==> src/rtl/pot_pkg.sv <==
// Package: shared types and constants for the plate occupancy table.
package pot_pkg;

   localparam int unsigned REGION_W     = 16;
   localparam int unsigned PLATE_W      = 56;
   localparam int unsigned MINUTES_W    = 16;
   localparam int unsigned FEE_W        = 25;
   localparam int unsigned PRICE_W      = 8;
   localparam int unsigned SPACES_W     = 9;
   localparam int unsigned SLOT_OUT_W   = 8;
   localparam int unsigned SEC_W        = 6;
   localparam int unsigned CSR_DATA_W   = 9;
   localparam int unsigned CSR_INDEX_W  = 1;

   localparam logic [SEC_W-1:0]     SEC_LAST           = SEC_W'(60 - 1);
   localparam logic [SPACES_W-1:0]  SPACES_RESET       = SPACES_W'(160);
   localparam logic [MINUTES_W-1:0] MINUTES_MAX        = '1;

   // fee = price * minutes * 5 / 3; numerator needs 27 bits, divide by three
   // through the reciprocal ceil(2^33 / 3), exact for any 32-bit numerator
   localparam int unsigned FEE_PROD_W       = PRICE_W + MINUTES_W;
   localparam int unsigned FEE_NUM_W        = FEE_PROD_W + 3;
   localparam int unsigned FEE_RECIP_SHIFT  = 33;
   localparam int unsigned FEE_SCALED_W     = FEE_RECIP_SHIFT + FEE_W;
   localparam logic [31:0] FEE_RECIP        = 32'hAAAA_AAAB;

   typedef enum logic [1:0] {
      OP_ENTER = 2'd0,
      OP_EXIT  = 2'd1,
      OP_TICK  = 2'd2,
      OP_NOP   = 2'd3
   } pot_op_type;

   typedef enum logic [2:0] {
      STS_ADMITTED  = 3'd0,
      STS_INSIDE    = 3'd1,
      STS_FULL      = 3'd2,
      STS_RELEASED  = 3'd3,
      STS_NOT_FOUND = 3'd4,
      STS_TICK      = 3'd5
   } pot_status_type;

   typedef enum logic [CSR_INDEX_W-1:0] {
      CSR_PRICE  = 1'd0,
      CSR_SPACES = 1'd1
   } pot_csr_type;

   typedef enum logic [2:0] {
      ST_CLEAR,
      ST_IDLE,
      ST_SCAN_RD,
      ST_SCAN_CHK,
      ST_FEE_WAIT,
      ST_RESULT
   } pot_state_type;

   typedef enum logic [1:0] {
      FEE_IDLE,
      FEE_MUL,
      FEE_DIV
   } pot_fee_state_type;

   typedef struct packed {
      logic [1:0]          opcode;
      logic [REGION_W-1:0] region_code;
      logic [PLATE_W-1:0]  plate_chars;
   } pot_req_type;

   typedef struct packed {
      logic [2:0]            status;
      logic [SLOT_OUT_W-1:0] slot_index;
      logic [MINUTES_W-1:0]  minutes_parked;
      logic [FEE_W-1:0]      fee_hundredths;
      logic [SPACES_W-1:0]   free_spaces;
   } pot_rsp_type;

   typedef struct packed {
      logic [REGION_W-1:0] region;
      logic [PLATE_W-1:0]  plate;
   } pot_key_type;

   typedef struct packed {
      logic                 occupied;
      logic [MINUTES_W-1:0] minutes;
   } pot_entry_type;

   typedef struct packed {
      logic rd_en;
      logic key_we;
      logic entry_we;
   } pot_store_ctl_type;

endpackage

==> src/rtl/pot_fee_unit.sv <==
// Fee unit: one multiply, times five, then a reciprocal multiply for the divide by three.
module pot_fee_unit
   import pot_pkg::*;
(
   input  logic                 clock,
   input  logic                 reset,
   input  logic                 start,
   input  logic [PRICE_W-1:0]   price,
   input  logic [MINUTES_W-1:0] minutes,
   output logic                 done,
   output logic [FEE_W-1:0]     fee
);

   pot_fee_state_type         state_ff, state_in;
   logic [FEE_PROD_W-1:0]     prod_ff, prod_in;
   logic [FEE_NUM_W-1:0]      num_ff, num_in;
   logic [FEE_W-1:0]          fee_ff, fee_in;
   logic [FEE_SCALED_W-1:0]   scaled;

   always_ff @(posedge clock) begin
      if (reset) begin
         state_ff <= FEE_IDLE;
      end else begin
         state_ff <= state_in;
      end
   end

   always_ff @(posedge clock) begin
      prod_ff <= prod_in;
      num_ff  <= num_in;
      fee_ff  <= fee_in;
   end

   // floor(num / 3) is the field from bit 33 up of num * ceil(2^33 / 3)
   assign scaled = num_ff * FEE_RECIP;

   always_comb begin
      state_in = state_ff;
      prod_in  = prod_ff;
      num_in   = num_ff;
      fee_in   = fee_ff;
      done     = 1'b0;
      unique case (state_ff)
         FEE_IDLE: begin
            if (start) begin
               prod_in  = FEE_PROD_W'(price * minutes);
               state_in = FEE_MUL;
            end
         end
         FEE_MUL: begin
            // times 100/60 = times 5/3
            num_in   = {prod_ff, 2'b00} + FEE_NUM_W'(prod_ff);
            state_in = FEE_DIV;
         end
         FEE_DIV: begin
            fee_in   = scaled[FEE_RECIP_SHIFT +: FEE_W];
            done     = 1'b1;
            state_in = FEE_IDLE;
         end
         default: state_in = FEE_IDLE;
      endcase
   end

   // quotient held until the next fee computation reaches its divide step
   assign fee = fee_ff;

endmodule

==> config.mk <==
export PLATFORM = sky130hd
export DESIGN_NAME = pot_fee_unit
export DESIGN_NICKNAME = d
export VERILOG_FILES = /design/src/rtl/pot_pkg.sv /design/src/rtl/pot_fee_unit.sv
export SDC_FILE = /design/constraint.sdc
export NUM_CORES = 1
export LEC_CHECK = 0
export ABC_AREA = 0
export BUFFER_PORTS_ARGS = -buffer_cell sky130_fd_sc_hd__buf_2
export CORE_MARGIN = 2
export CORE_UTILIZATION = 30
export DETAILED_ROUTE_END_ITERATION = 12
export PLACE_DENSITY_LB_ADDON = 0.12
export SLEW_MARGIN = 20
export SYNTH_ARGS = -nofsm -noshare
export SYNTH_HDL_FRONTEND = slang
export SYNTH_SLANG_ARGS = --single-unit
export TNS_END_PERCENT = 30
==> constraint.sdc <==
create_clock -name clock -period 15.7 [get_ports clock]
set_clock_uncertainty 0.2 [all_clocks]
set_input_delay 3.14 -clock clock [delete_from_list [all_inputs] [get_ports clock]]
set_output_delay 3.14 -clock clock [all_outputs]
set_load 0.02 [all_outputs]
==> results_dict.tcl <==
set metrics [dict create \
    crit_path_top_delay_cell "fa_1" \
    syn_to_final_growth_pct 8.59 \
    hold_buffers 0 \
    cts_made_buffers 9 \
    dieArea_um2 55900 \
    hold_violations 0 \
    drt_wl_total_um 36000 \
    clock_latency_ns 0.36 \
    cp-end-kind "flop" \
    synth_top_area_cell "fa_1" \
    io_pins 53 \
    clock_path_buffers 2 \
    syn-num-nets 2157 \
    cp-start-kind "flop" \
    core_area_um2 53600 \
    finalCriticalPeriod_ns 7.93 \
    cp.arrival_ns 7.84 \
    cpMostUsedCell "fa_1" \
    die_h_um 237 \
    drv_cap 0 \
    synth.top_cell.area_share_pct 34.9 \
    drtIter0Drc 260 \
    cts_resized 0 \
    die_w_um 237 \
    layout_commonest_cell "inv_1" \
    synth_top_flop_cell "edfxtp_1" \
    num_rows 85 \
    layout_setup_ws_ns 7.77 \
    dp_cells 2312 \
    postLayoutCellArea_um2 17600 \
    fillers 5596 \
    clk_pin_slew_ns 0.06 \
    gp_congestion 0.797 \
    rsz0062_at_grt "false" \
    fin_crit_sh_pct 50.5 \
    grt_overflow_total 0 \
    grt_start_max_net_pins 28 \
    dpl.hpwl_um 32200 \
    fmax_mhz 126 \
    synth.cell_area_um2 16200 \
    grt_pass1_vias 11514 \
    postCtsSetupRepairBufs 0 \
    finalMaxSlewViolations 0 \
    synthArstFlopShare_pct 0 \
    port_buffers 52 \
    hold_class "flop to flop" \
    grt_pass1_wl_um 60000 \
    layout.cells.non_filler 2327 \
    fin_nets 2214 \
    setup-violations-final 0 \
    multiInputGateArea_um2 12400 \
    start_util_pct 30.3 \
    synth_seq_cells 78 \
    ff_latch_area_um2 2320 \
    cts_tree "done" \
    maxSlewHeadroom_pct 59.5 \
    synth_edf_count 76 \
    drc 0 \
    syn-instance-count 1570 \
    fin_tns_setup_ns 0 \
    worst_slew_pin_slew_ns 0.606 \
    final_cell_mix "inv_1 (391), fa_1 (283), ha_1 (277)" \
    cp_cell_sequence "ha_1 > fa_1 > fa_1 > inv_1 > fa_1 > inv_1 > fa_1 > inv_1 > fa_1 > inv_1 > fa_1 > ha_1 > nand4_1 > nor4_1 > o311ai_0 > a31oi_1 > o31ai_4 > nand3_4 > a31oi_1 > o31ai_1 > a21oi_1 > xnor2_1" \
    via_per_inst 4.43 \
    post_route_cells_drive_above_1_share_pct 5.15 \
    cts_root_buf "clkbuf_16" \
    path_max_fanout 5 \
    cts.sinks 78 \
    cp_data_required_time_ns 15.62 \
    place_area_um2 17400 \
    place_ws_ns 7.39 \
    drtAntennaViolNets 0 \
    synth_area_leaders "fa_1 (35%), ha_1 (21%), edfxtp_1 (14%)" \
    routedWlPerCell_um 15.5 \
    yosys.cell_types.count 62 \
    antenna_found_initial 0 \
    diodes 0 \
    first_pass_iters 4 \
    cpPeakStageDelay_ns 0.81 \
    ys_warn_count 0 \
    vias 10312 \
    syn_avg_cell_area_um2 10.3 \
    seq_area_frac_synth_pct 14.3 \
    status "complete, no violations" \
    grtUsageTotal_pct 13.6 \
    worstSetupPathType "flop to flop" \
    h-tree-depth 3 \
]
sequential cells by signal, summed over array words and instances, names as in the netlist:
register / cells
prod_ff: 24
state_ff: 2
num_ff: 27
fee: 25
critical path, delay by kind of cell (launching register included):
kind	cells	cell delay, ns
AOI/OAI and AO/OA	6	1.51
xor gates and xnor gates	1	0.14
adders and majority gates	8	4.30
buffers and inverters	4	0.31
DFF	1	0.45
and+or+nand+nor	3	0.73
cell type report:
type | count | share of cell area (%)
Clock inverter | 4 | 0.142
Inverter | 392 | 8.36
Sequential cell | 78 | 13.2
Timing Repair Buffer | 55 | 1.61
Multi-Input combinational cell | 1091 | 70.4
Tap cell | 696 | 4.94
Clock buffer | 11 | 1.32
synth_stat cells (3+ instances only):
cell type / number
nor3_1: 10
a41oi_1: 3
edfxtp_1: 76
xnor2_1: 56
nand2_1: 102
xor2_1: 18
ha_1: 277
nand3_1: 13
inv_1: 391
a21o_1: 32
o21ai_0: 23
nand4_1: 8
a21oi_1: 53
a31oi_1: 6
o21a_1: 10
and3_1: 4
a211oi_1: 5
nor2b_1: 15
nand2b_1: 7
and2_1: 59
nor2_1: 40
fa_1: 283
a21boi_0: 4
o21bai_1: 14
o31ai_1: 4
clkbuf_1: 9
cell families (layout without fill, tap and decap cells):
group / Yosys count / in the layout / synth area share [%]
compound gates: 185 / 185 / 7.82
xor+xnor: 74 / 74 / 4.00
fa+ha+maj: 560 / 560 / 56.3
buf+inv: 401 / 462 / 9.28
flops: 78 / 78 / 14.3
simple gates: 272 / 272 / 8.29
final timing paths:
kind / slack, ns / endpoint / start / cells after the start
worst min-delay path: 0.28 / num_ff[0] / prod_ff[0] / 0
worst max-delay path: 7.77 / fee[23] / num_ff[5] / 22
worst max register to register: 7.77 / fee[23] / num_ff[5] / 22
worst min register to register: 0.28 / num_ff[0] / prod_ff[0] / 0
per-stage QoR:
step / utilization, % / hold slack [ns]
after floorplan: - / 0.233
after global placement: 32.4 / 0.257
after detailed placement: 32.4 / 0.262
after CTS: 32.9 / 0.276
after global routing: 32.9 / 0.300
final: 32.9 / 0.277
routing by layer:
layer	up-vias	wire, um	track usage, %
met5	-	0	0
met4	0	300	2.84
met3	12	501	1.36
met2	43	18200	24.2
met1	5153	17000	17.9
li1	5104	-	-
Power is not shown: default switching activity piles up to over one toggle a cycle in this logic, so the estimate is an artifact.
